[src/rtl/pfc_pkg.sv]
// shared constants, codes and defaults of the partition allocator
// no dependencies; used by the channel interfaces and the top level
package pfc_pkg;

  localparam int unsigned MAX_PARTS_DEF = 16;
  localparam int unsigned ADDR_BITS_DEF = 16;
  localparam int unsigned SIZE_W        = 16;
  localparam int unsigned CMD_W         = 2;
  localparam int unsigned IDX_W         = 4;
  localparam int unsigned STATUS_W      = 3;
  localparam int unsigned COUNT_W       = 5;
  localparam int unsigned CFG_IDX_W     = 2;

  localparam logic              MODE_RST = 1'b0;
  localparam logic [SIZE_W-1:0] RSV_RST  = 16'd120;
  localparam logic [SIZE_W-1:0] POOL_RST = 16'd1000;

  typedef enum logic [CMD_W-1:0] {
    CMD_INIT    = 2'd0,
    CMD_ALLOC   = 2'd1,
    CMD_RELEASE = 2'd2
  } cmd_e;

  typedef enum logic [STATUS_W-1:0] {
    ST_OK       = 3'd0,
    ST_NO_FIT   = 3'd1,
    ST_BAD_SIZE = 3'd2,
    ST_BAD_IDX  = 3'd3,
    ST_FULL     = 3'd4
  } status_e;

  typedef enum logic [CFG_IDX_W-1:0] {
    CFG_MODE = 2'd0,
    CFG_RSV  = 2'd1,
    CFG_POOL = 2'd2
  } cfg_idx_e;

endpackage

[src/rtl/pfc_if.sv]
// valid/ready channel interfaces: request, response and register write
// depends on pfc_pkg for field widths
interface pfc_req_if;
  logic                            valid;
  logic                            ready;
  logic [pfc_pkg::CMD_W-1:0]       command;
  logic [pfc_pkg::SIZE_W-1:0]      req_size;
  logic [pfc_pkg::IDX_W-1:0]       part_index;
  modport source (output valid, command, req_size, part_index, input ready);
  modport sink   (input valid, command, req_size, part_index, output ready);
endinterface

interface pfc_rsp_if;
  logic                            valid;
  logic                            ready;
  logic [pfc_pkg::STATUS_W-1:0]    status;
  logic [pfc_pkg::IDX_W-1:0]       result_index;
  logic [pfc_pkg::SIZE_W-1:0]      result_begin;
  logic [pfc_pkg::SIZE_W-1:0]      result_size;
  logic [pfc_pkg::COUNT_W-1:0]     part_count_out;
  modport source (output valid, status, result_index, result_begin, result_size,
                  part_count_out, input ready);
  modport sink   (input valid, status, result_index, result_begin, result_size,
                  part_count_out, output ready);
endinterface

interface pfc_cfg_if;
  logic                            valid;
  logic                            ready;
  logic [pfc_pkg::CFG_IDX_W-1:0]   index;
  logic [pfc_pkg::SIZE_W-1:0]      data;
  modport source (output valid, index, data, input ready);
  modport sink   (input valid, index, data, output ready);
endinterface

[src/rtl/partition_allocator_fit_coalesce.sv]
// partition allocator top level: table memory, scan/shift sequencer, output register
// depends on pfc_pkg and the channel interfaces in pfc_if.sv
//
//  channel | dir | word                                                   | handshake
//  cfg_i   | in  | index, data                                            | valid/ready
//  req_i   | in  | command, req_size, part_index                          | valid/ready
//  rsp_o   | out | status, result_index, result_begin, result_size, count | valid/ready
//
// one word at a time; initialize rewrites the two base entries, allocate scans the table
// and on a split moves the entries above the pick up, release reads the entry and its
// neighbours and moves the entries above the merged one down; bad requests skip the table
// after reset the table is built in S_BUILD0 and S_BUILD1 before req_i.ready rises
// a held response does not stop the next word being taken; it only delays its result
module partition_allocator_fit_coalesce #(
  parameter int unsigned MAX_PARTS = pfc_pkg::MAX_PARTS_DEF,
  parameter int unsigned ADDR_BITS = pfc_pkg::ADDR_BITS_DEF
) (
  input  logic      clk_i,
  input  logic      rst_ni,
  pfc_cfg_if.sink   cfg_i,
  pfc_req_if.sink   req_i,
  pfc_rsp_if.source rsp_o
);

  localparam int unsigned IW = (MAX_PARTS > 1) ? $clog2(MAX_PARTS) : 1;
  localparam int unsigned CW = $clog2(MAX_PARTS + 1);
  localparam int unsigned SW = pfc_pkg::SIZE_W;

  typedef struct packed {
    logic                 used;
    logic [SW-1:0]        size;
    logic [ADDR_BITS-1:0] base;
  } entry_t;

  typedef enum logic [10:0] {
    S_BUILD0 = 11'b00000000001,
    S_BUILD1 = 11'b00000000010,
    S_IDLE   = 11'b00000000100,
    S_SCAN   = 11'b00000001000,
    S_DECIDE = 11'b00000010000,
    S_SHUP   = 11'b00000100000,
    S_SPLIT  = 11'b00001000000,
    S_RDREL  = 11'b00010000000,
    S_MERGE  = 11'b00100000000,
    S_SHDN   = 11'b01000000000,
    S_DONE   = 11'b10000000000
  } state_e;

  state_e state_q, state_d;

  logic          mode_q;
  logic [SW-1:0] rsv_q, pool_q;
  logic          boot_q, boot_d;
  logic [CW-1:0] count_q, count_d;

  logic [SW-1:0] reqsz_q, reqsz_d;
  logic [IW-1:0] pos_q, pos_d;

  logic [CW-1:0] rd_k_q, rd_k_d;
  logic          rd_vld_q;
  logic [1:0]    rd_ph_q;
  logic [IW-1:0] rd_idx_q;
  entry_t        rdata_q;

  logic                 found_q, found_d;
  logic [IW-1:0]        pick_q, pick_d;
  logic [SW-1:0]        pick_sz_q, pick_sz_d;
  logic [ADDR_BITS-1:0] pick_base_q, pick_base_d;

  entry_t        prev_q, prev_d, cur_q, cur_d, next_q, next_d;
  logic [CW-1:0] lim_q, lim_d, dsh_q, dsh_d;

  logic [pfc_pkg::STATUS_W-1:0] res_status_q, res_status_d;
  logic [IW-1:0]                res_idx_q, res_idx_d;
  logic [SW-1:0]                res_base_q, res_base_d, res_size_q, res_size_d;

  logic                          out_vld_q, out_vld_d;
  logic [pfc_pkg::STATUS_W-1:0]  out_status_q, out_status_d;
  logic [pfc_pkg::IDX_W-1:0]     out_idx_q, out_idx_d;
  logic [SW-1:0]                 out_base_q, out_base_d, out_size_q, out_size_d;
  logic [pfc_pkg::COUNT_W-1:0]   out_count_q, out_count_d;

  entry_t mem_q [MAX_PARTS];

  logic          issue;
  logic [IW-1:0] raddr, waddr;
  logic          we;
  entry_t        wdata;
  logic          hit, has_next, pf, nf;
  logic [SW-1:0] rsv_src, pool_src, msize;
  logic [IW-1:0] tgt;

  assign cfg_i.ready = 1'b1;
  assign req_i.ready = (state_q == S_IDLE);

  assign rsp_o.valid          = out_vld_q;
  assign rsp_o.status         = out_status_q;
  assign rsp_o.result_index   = out_idx_q;
  assign rsp_o.result_begin   = out_base_q;
  assign rsp_o.result_size    = out_size_q;
  assign rsp_o.part_count_out = out_count_q;

  always_ff @(posedge clk_i or negedge rst_ni) begin
    if (!rst_ni) begin
      mode_q <= pfc_pkg::MODE_RST;
      rsv_q  <= pfc_pkg::RSV_RST;
      pool_q <= pfc_pkg::POOL_RST;
    end else if (cfg_i.valid) begin
      case (cfg_i.index)
        pfc_pkg::CFG_MODE: mode_q <= cfg_i.data[0];
        pfc_pkg::CFG_RSV:  rsv_q  <= cfg_i.data;
        pfc_pkg::CFG_POOL: pool_q <= cfg_i.data;
        default: ;
      endcase
    end
  end

  // table memory, one write and one registered read a cycle
  always_ff @(posedge clk_i) begin
    if (we) begin
      mem_q[waddr] <= wdata;
    end
    rdata_q  <= mem_q[raddr];
    rd_idx_q <= raddr;
    rd_ph_q  <= rd_k_q[1:0];
  end

  // reset builds the table from the reset register values, not later writes
  assign rsv_src  = boot_q ? pfc_pkg::RSV_RST : rsv_q;
  assign pool_src = boot_q ? pfc_pkg::POOL_RST : pool_q;

  assign hit      = rd_vld_q && !rdata_q.used && (rdata_q.size >= reqsz_q);
  assign has_next = ((CW'(pos_q) + CW'(1)) < count_q);
  assign pf       = (pos_q != IW'(1)) && !prev_q.used;
  assign nf       = has_next && !next_q.used;
  assign msize    = cur_q.size + (nf ? next_q.size : '0) + (pf ? prev_q.size : '0);
  assign tgt      = pf ? (pos_q - IW'(1)) : pos_q;

  always_comb begin
    state_d      = state_q;
    boot_d       = boot_q;
    count_d      = count_q;
    reqsz_d      = reqsz_q;
    pos_d        = pos_q;
    rd_k_d       = rd_k_q;
    found_d      = found_q;
    pick_d       = pick_q;
    pick_sz_d    = pick_sz_q;
    pick_base_d  = pick_base_q;
    prev_d       = prev_q;
    cur_d        = cur_q;
    next_d       = next_q;
    lim_d        = lim_q;
    dsh_d        = dsh_q;
    res_status_d = res_status_q;
    res_idx_d    = res_idx_q;
    res_base_d   = res_base_q;
    res_size_d   = res_size_q;
    out_vld_d    = out_vld_q && !rsp_o.ready;
    out_status_d = out_status_q;
    out_idx_d    = out_idx_q;
    out_base_d   = out_base_q;
    out_size_d   = out_size_q;
    out_count_d  = out_count_q;
    issue        = 1'b0;
    raddr        = '0;
    we           = 1'b0;
    waddr        = '0;
    wdata        = '0;

    case (state_q)
      S_BUILD0: begin
        we      = 1'b1;
        waddr   = '0;
        wdata   = '{used: 1'b1, size: rsv_src, base: '0};
        state_d = S_BUILD1;
      end
      S_BUILD1: begin
        we      = 1'b1;
        waddr   = IW'(1);
        wdata   = '{used: 1'b0, size: pool_src, base: ADDR_BITS'(rsv_src)};
        count_d = CW'(2);
        boot_d  = 1'b0;
        state_d = boot_q ? S_IDLE : S_DONE;
      end
      S_IDLE: begin
        if (req_i.valid) begin
          reqsz_d      = req_i.req_size;
          pos_d        = IW'(req_i.part_index);
          res_status_d = pfc_pkg::ST_OK;
          res_idx_d    = '0;
          res_base_d   = '0;
          res_size_d   = '0;
          case (req_i.command)
            pfc_pkg::CMD_INIT: state_d = S_BUILD0;
            pfc_pkg::CMD_ALLOC: begin
              if (req_i.req_size == '0) begin
                res_status_d = pfc_pkg::ST_BAD_SIZE;
                state_d      = S_DONE;
              end else begin
                found_d = 1'b0;
                rd_k_d  = CW'(1);
                state_d = S_SCAN;
              end
            end
            pfc_pkg::CMD_RELEASE: begin
              if (req_i.part_index == '0 ||
                  32'(req_i.part_index) >= 32'(count_q)) begin
                res_status_d = pfc_pkg::ST_BAD_IDX;
                state_d      = S_DONE;
              end else begin
                rd_k_d  = '0;
                state_d = S_RDREL;
              end
            end
            default: state_d = S_DONE;
          endcase
        end
      end
      S_SCAN: begin
        if (hit && (!found_q || (mode_q && rdata_q.size < pick_sz_q))) begin
          found_d     = 1'b1;
          pick_d      = rd_idx_q;
          pick_sz_d   = rdata_q.size;
          pick_base_d = rdata_q.base;
        end
        // first fit stops issuing once a candidate is held
        issue = (rd_k_q < count_q) && (mode_q || !found_q);
        if (issue) begin
          raddr  = rd_k_q[IW-1:0];
          rd_k_d = rd_k_q + CW'(1);
        end
        if (!issue && !rd_vld_q) begin
          state_d = S_DECIDE;
        end
      end
      S_DECIDE: begin
        state_d = S_DONE;
        if (!found_q) begin
          res_status_d = pfc_pkg::ST_NO_FIT;
        end else if (pick_sz_q == reqsz_q) begin
          we         = 1'b1;
          waddr      = pick_q;
          wdata      = '{used: 1'b1, size: pick_sz_q, base: pick_base_q};
          res_idx_d  = pick_q;
          res_base_d = SW'(pick_base_q);
          res_size_d = reqsz_q;
        end else if (count_q == CW'(MAX_PARTS)) begin
          res_status_d = pfc_pkg::ST_FULL;
        end else begin
          we         = 1'b1;
          waddr      = pick_q;
          wdata      = '{used: 1'b1, size: reqsz_q, base: pick_base_q};
          res_idx_d  = pick_q;
          res_base_d = SW'(pick_base_q);
          res_size_d = reqsz_q;
          rd_k_d     = count_q - CW'(1);
          state_d    = S_SHUP;
        end
      end
      S_SHUP: begin
        // move entries above the pick one place up, top first
        if (rd_vld_q) begin
          we    = 1'b1;
          waddr = rd_idx_q + IW'(1);
          wdata = rdata_q;
        end
        issue = (rd_k_q > CW'(pick_q));
        if (issue) begin
          raddr  = rd_k_q[IW-1:0];
          rd_k_d = rd_k_q - CW'(1);
        end
        if (!issue && !rd_vld_q) begin
          state_d = S_SPLIT;
        end
      end
      S_SPLIT: begin
        we      = 1'b1;
        waddr   = pick_q + IW'(1);
        wdata   = '{used: 1'b0, size: pick_sz_q - reqsz_q,
                    base: pick_base_q + ADDR_BITS'(reqsz_q)};
        count_d = count_q + CW'(1);
        state_d = S_DONE;
      end
      S_RDREL: begin
        // phases: neighbour below, the entry itself, neighbour above
        if (rd_vld_q) begin
          case (rd_ph_q)
            2'd0:    prev_d = rdata_q;
            2'd1:    cur_d  = rdata_q;
            default: next_d = rdata_q;
          endcase
        end
        if (rd_k_q < CW'(3)) begin
          rd_k_d = rd_k_q + CW'(1);
          case (rd_k_q[1:0])
            2'd0: begin
              issue = 1'b1;
              raddr = pos_q - IW'(1);
            end
            2'd1: begin
              issue = 1'b1;
              raddr = pos_q;
            end
            default: begin
              issue = has_next;
              raddr = has_next ? (pos_q + IW'(1)) : '0;
            end
          endcase
        end else if (!rd_vld_q) begin
          state_d = S_MERGE;
        end
      end
      S_MERGE: begin
        we         = 1'b1;
        waddr      = tgt;
        wdata      = '{used: 1'b0, size: msize, base: pf ? prev_q.base : cur_q.base};
        res_idx_d  = tgt;
        res_base_d = SW'(pf ? prev_q.base : cur_q.base);
        res_size_d = msize;
        dsh_d      = CW'(pf) + CW'(nf);
        lim_d      = count_q;
        count_d    = count_q - (CW'(pf) + CW'(nf));
        rd_k_d     = CW'(tgt) + CW'(1) + CW'(pf) + CW'(nf);
        state_d    = S_SHDN;
      end
      S_SHDN: begin
        // close the gap left by merged entries, bottom first
        if (rd_vld_q) begin
          we    = 1'b1;
          waddr = IW'(CW'(rd_idx_q) - dsh_q);
          wdata = rdata_q;
        end
        issue = (rd_k_q < lim_q);
        if (issue) begin
          raddr  = rd_k_q[IW-1:0];
          rd_k_d = rd_k_q + CW'(1);
        end
        if (!issue && !rd_vld_q) begin
          state_d = S_DONE;
        end
      end
      S_DONE: begin
        if (!out_vld_q || rsp_o.ready) begin
          out_vld_d    = 1'b1;
          out_status_d = res_status_q;
          out_idx_d    = pfc_pkg::IDX_W'(res_idx_q);
          out_base_d   = res_base_q;
          out_size_d   = res_size_q;
          out_count_d  = pfc_pkg::COUNT_W'(count_q);
          state_d      = S_IDLE;
        end
      end
      default: state_d = S_IDLE;
    endcase
  end

  always_ff @(posedge clk_i or negedge rst_ni) begin
    if (!rst_ni) begin
      state_q   <= S_BUILD0;
      boot_q    <= 1'b1;
      count_q   <= CW'(2);
      rd_k_q    <= '0;
      rd_vld_q  <= 1'b0;
      found_q   <= 1'b0;
      out_vld_q <= 1'b0;
    end else begin
      state_q   <= state_d;
      boot_q    <= boot_d;
      count_q   <= count_d;
      rd_k_q    <= rd_k_d;
      rd_vld_q  <= issue;
      found_q   <= found_d;
      out_vld_q <= out_vld_d;
    end
  end

  always_ff @(posedge clk_i) begin
    reqsz_q      <= reqsz_d;
    pos_q        <= pos_d;
    pick_q       <= pick_d;
    pick_sz_q    <= pick_sz_d;
    pick_base_q  <= pick_base_d;
    prev_q       <= prev_d;
    cur_q        <= cur_d;
    next_q       <= next_d;
    lim_q        <= lim_d;
    dsh_q        <= dsh_d;
    res_status_q <= res_status_d;
    res_idx_q    <= res_idx_d;
    res_base_q   <= res_base_d;
    res_size_q   <= res_size_d;
    out_status_q <= out_status_d;
    out_idx_q    <= out_idx_d;
    out_base_q   <= out_base_d;
    out_size_q   <= out_size_d;
    out_count_q  <= out_count_d;
  end

endmodule

[src/flat_wrapper.sv]
// flat-port wrapper written by rule: the top's interface ports become plain ports
module partition_allocator_fit_coalesce_flat 
#(
  parameter int unsigned MAX_PARTS = pfc_pkg::MAX_PARTS_DEF,
  parameter int unsigned ADDR_BITS = pfc_pkg::ADDR_BITS_DEF
)
  (clk_i, rst_ni, cfg_i_valid, cfg_i_index, cfg_i_data, cfg_i_ready, req_i_valid, req_i_command, req_i_req_size, req_i_part_index, req_i_ready, rsp_o_valid, rsp_o_status, rsp_o_result_index, rsp_o_result_begin, rsp_o_result_size, rsp_o_part_count_out, rsp_o_ready);
  pfc_cfg_if cfg_i_i ();
  pfc_req_if req_i_i ();
  pfc_rsp_if rsp_o_i ();
  input  logic clk_i;
  input  logic rst_ni;
  input wire logic [$bits(cfg_i_i.valid)-1:0] cfg_i_valid;
  input wire logic [$bits(cfg_i_i.index)-1:0] cfg_i_index;
  input wire logic [$bits(cfg_i_i.data)-1:0] cfg_i_data;
  output wire logic [$bits(cfg_i_i.ready)-1:0] cfg_i_ready;
  input wire logic [$bits(req_i_i.valid)-1:0] req_i_valid;
  input wire logic [$bits(req_i_i.command)-1:0] req_i_command;
  input wire logic [$bits(req_i_i.req_size)-1:0] req_i_req_size;
  input wire logic [$bits(req_i_i.part_index)-1:0] req_i_part_index;
  output wire logic [$bits(req_i_i.ready)-1:0] req_i_ready;
  output wire logic [$bits(rsp_o_i.valid)-1:0] rsp_o_valid;
  output wire logic [$bits(rsp_o_i.status)-1:0] rsp_o_status;
  output wire logic [$bits(rsp_o_i.result_index)-1:0] rsp_o_result_index;
  output wire logic [$bits(rsp_o_i.result_begin)-1:0] rsp_o_result_begin;
  output wire logic [$bits(rsp_o_i.result_size)-1:0] rsp_o_result_size;
  output wire logic [$bits(rsp_o_i.part_count_out)-1:0] rsp_o_part_count_out;
  input wire logic [$bits(rsp_o_i.ready)-1:0] rsp_o_ready;
  assign cfg_i_i.valid = cfg_i_valid;
  assign cfg_i_i.index = cfg_i_index;
  assign cfg_i_i.data = cfg_i_data;
  assign cfg_i_ready = cfg_i_i.ready;
  assign req_i_i.valid = req_i_valid;
  assign req_i_i.command = req_i_command;
  assign req_i_i.req_size = req_i_req_size;
  assign req_i_i.part_index = req_i_part_index;
  assign req_i_ready = req_i_i.ready;
  assign rsp_o_valid = rsp_o_i.valid;
  assign rsp_o_status = rsp_o_i.status;
  assign rsp_o_result_index = rsp_o_i.result_index;
  assign rsp_o_result_begin = rsp_o_i.result_begin;
  assign rsp_o_result_size = rsp_o_i.result_size;
  assign rsp_o_part_count_out = rsp_o_i.part_count_out;
  assign rsp_o_i.ready = rsp_o_ready;
  partition_allocator_fit_coalesce #(.MAX_PARTS(MAX_PARTS), .ADDR_BITS(ADDR_BITS)) u_core (.clk_i(clk_i), .rst_ni(rst_ni), .cfg_i(cfg_i_i), .req_i(req_i_i), .rsp_o(rsp_o_i));
endmodule
[config.mk]
export PLATFORM = sky130hd
export DESIGN_NAME = partition_allocator_fit_coalesce_flat
export DESIGN_NICKNAME = d
export VERILOG_FILES = /design/src/rtl/pfc_pkg.sv /design/src/rtl/pfc_if.sv /design/src/rtl/partition_allocator_fit_coalesce.sv /design/src/flat_wrapper.sv
export SDC_FILE = /design/constraint.sdc
export NUM_CORES = 1
export LEC_CHECK = 0
export BUFFER_PORTS_ARGS = -buffer_cell sky130_fd_sc_hd__buf_2
export CAP_MARGIN = 20
export CORE_UTILIZATION = 40
export CTS_BUF_LIST = sky130_fd_sc_hd__clkbuf_16
export DETAILED_ROUTE_END_ITERATION = 10
export PLACE_DENSITY = 0.56
export SETUP_SLACK_MARGIN = 0.1
export SYNTH_ARGS = -nofsm -noshare
export SYNTH_HDL_FRONTEND = slang
export SYNTH_SLANG_ARGS = --single-unit
[constraint.sdc]
create_clock -name clk_i -period 10.31 [get_ports clk_i]
set_input_delay 2.062 -clock clk_i [delete_from_list [all_inputs] [get_ports clk_i]]
set_output_delay 2.062 -clock clk_i [all_outputs]
set_load 0.01 [all_outputs]
==> impl_metrics.toml <==
[synthesis]
synth_compound_area_frac = 0.0598
synth.avg_cell_area_sq_um = 15.1
ys.flop_type = "edfxtp_1"
ys_seq_area_frac = 0.650
synthAdderAreaFrac = 0.0497
syn_area_sq_um = 38400
ys_warn_count = 0
synth_top_family_by_area = "multiplexers"
synth_edf_count = 756
synth.net_count = 2732
ys_ff_latch = 853
netlist_instances = 2547
synth_xor_area_frac = 0.0137
synth_cell_types = 88
synth-simple-area-share = 0.0498
synth_mux_area_frac = 0.145
synthArstFlopShare = 0.0680

[die]
die_x_um = 312
io_pins = 92
dieArea_sq_um = 97300
num_rows = 113
start_util = 0.404
die_h_um = 312
coreArea_sq_um = 95000

[cts]
cts_hold_buf = 0
path_clk_slew_ns = 0.06
post_cts_resized = 0
cts_root_buffer = "clkbuf_16"
cts_buffers = 92
clockBufferDepth = 3
cts_tree = "yes"
htree_num_levels = 3
cts_sinks = 853
clock_latency_ns = 0.67
cts_setup_buffers = 0

[placed_design]
globalplace.congestion = 0.931
place_ws_ns = 3.75
port-buffer-count = 90
dp_hpwl_mm = 63.8

[timing]
worst_slack_ns = 4.13
rsz0062_at_grt = "false"
fmax_mhz = 162
fin_setup_tns_ns = 0
relSlewSlack = 0.277
skew_ns = 0.0341
tightest_slew_ns = 1.08
setup_violations = 0
finalMaxSlewViolations = 0
period_needed_ns = 6.18
min_period_over_period = 0.599
timing_hold_violations_final = 0

[worst_hold_path]
hold_depth = 0
min_path_type = "flip-flop to flip-flop"

[setup_path]
crit_type = "flip-flop to flip-flop"
cp.arrival_ns = 6.58
path_buf_inv = 3
path_cells = "ha_1 -> xor2_1 -> ha_1 -> a21oi_1 -> o21ai_0 -> a21o_1 -> a211oi_2 -> buf_4 -> nand2_1 -> fa_1 -> inv_1 -> ha_1 -> fa_1 -> a21oi_1 -> o2111ai_1 -> a31o_2 -> a21oi_1 -> o21ai_0 -> nor2_1 -> o21bai_1 -> xnor2_1 -> o221ai_1 -> buf_4"
cp_slowest_cell = "edfxtp_1"
crit_family = "compound AO/OA/AOI/OAI gates"
cp-end-kind = "flip-flop"
slowest_delay_ns = 0.52
required_ns = 10.71
r2r_cells = 23
crit_cells = 23
critPathLaunchType = "flip-flop"
cp_max_fo = 18

[final_layout]
diodes = 0
num-fill-cells = 8373
syn2layout_area_growth_pct = 13.1
mostFrequentLayoutCell = "edfxtp_1"
layout_common_cells = "edfxtp_1 (756), mux2i_1 (520), inv_1 (135)"
layout-drive-gt1-share = 0.140
nNetsFinal = 2877

[route]
ant_nets = 0
dr.pass1.iters = 6
vias_per_cell = 5.54
drt-initial-drc-count = 1964
remaining_drc_errors = 0
drt_wl_total_mm = 103
wl_per_cell_um = 25.6
vias = 22345

[power]
leakage_nw = 16.4
irDropWorstVdd_mv = 0.121
powerDensity_nw_per_um2 = 197

[global_routing]
grtUsageTotal = 0.212
grt_max_degree = 135
grt_antenna_before_repair = 2
grt_pass1_wl_mm = 151
grt_pass1_vias = 22554
overflow = 0

[flow_run]
max_cap_violations = 0

[status]
status = "completed"
sequential cells by signal (all words and copies together) (netlist names), 11 cells and up:
| register | count |
|---|---|
| u_core.mem_q | 528 |
| u_core.prev_q | 33 |
| u_core.rdata_q | 33 |
| u_core.cur_q | 32 |
| u_core.next_q | 17 |
| u_core.pick_base_q | 16 |
| u_core.pick_sz_q | 16 |
| u_core.pool_q | 16 |
| u_core.reqsz_q | 16 |
| u_core.res_base_q | 16 |
| u_core.res_size_q | 16 |
| u_core.rsp_o.result_begin | 16 |
| u_core.rsp_o.result_size | 16 |
| u_core.rsv_q | 16 |
| u_core.state_q | 11 |
metrics by stage:
stage	hold WS [ns]	area [sq um]	instances	total power, W	utilization
2_1_floorplan	0.400	38400	2547	0.00495	-
3_3_place_gp	0.403	40300	3849	0.00535	0.424
3_5_place_dp	0.405	40300	3854	0.00536	0.425
4_1_cts	0.418	43400	4027	0.00863	0.456
5_1_grt	0.421	43400	4036	0.00889	0.457
6_report	0.411	43400	4036	0.00857	0.457
synth_stat cells (37+ instances only):
cell / instances / area share
o21ai_0: 70 / 0.0091
nor2_1: 86 / 0.0084
inv_1: 114 / 0.011
clkbuf_1: 37 / 0.0036
ha_1: 119 / 0.039
dfrtp_1: 45 / 0.029
xnor2_1: 37 / 0.0084
a21o_1: 40 / 0.0078
edfxtp_1: 756 / 0.59
mux2i_1: 520 / 0.14
a21oi_1: 60 / 0.0078
nand2_1: 129 / 0.013
dfxtp_1: 39 / 0.020
logic make-up after synthesis:
family                   Yosys count
AO/OA/AOI/OAI                    334
XOR/XNOR                          60
adder cells (fa/ha/maj)          140
buffers and inverters            220
flip-flops                       853
multiplexers                     554
other                              1
AND/OR/NAND/NOR                  385
report_power, final:
group          internal [W]  switching (W)  total (W)
combinational      0.000414       0.000684    0.00110
sequential          0.00402       0.000185    0.00421
clock               0.00187        0.00139    0.00326
worst register-to-register path: cells and delay by family (launching register included):
kind / cells / cell delay, ns
flops: 1 / 0.52
xor+xnor: 2 / 0.39
buf+inv: 3 / 0.63
simple gates: 2 / 0.27
fa+ha+maj: 5 / 1.81
compound gates: 11 / 2.31
worst paths after layout:
| kind | start | slack [ns] | to |
|---|---|---|---|
| worst max-delay path | u_core.pos_q[0] | 4.13 | u_core.mem_q[7][31] |
| worst min-delay path | u_core.res_base_q[7] | 0.41 | u_core.rsp_o.result_begin[7] |
| worst max register to register | u_core.pos_q[0] | 4.13 | u_core.mem_q[7][31] |
| worst min register to register | u_core.res_base_q[7] | 0.41 | u_core.rsp_o.result_begin[7] |
| max in group asynchronous | rst_ni | 8.11 | u_core.rsv_q[10] |
| min in group asynchronous | rst_ni | 1.58 | u_core.rd_k_q[1] |
area by class of cell:
cell class | instances | area [sq um] | share of cell area
inverters | 116 | 438 | 0.0101
multi-input cells | 1474 | 12500 | 0.287
well taps | 1265 | 1580 | 0.0364
repair buffers | 155 | 992 | 0.0228
clock buffers | 92 | 2300 | 0.0530
flip-flops and latches | 853 | 25000 | 0.574
clock inverters | 81 | 711 | 0.0164
routing by layer:
metal	wire length (um)	share of wire	up-vias	GRT usage
met5	0	0	-	0
met4	3700	0.036	0	0.0817
met3	6550	0.063	196	0.0392
met2	49000	0.47	747	0.347
met1	44100	0.43	11384	0.279
li1	-	-	10018	-
(Power assumes the default switching activity.)
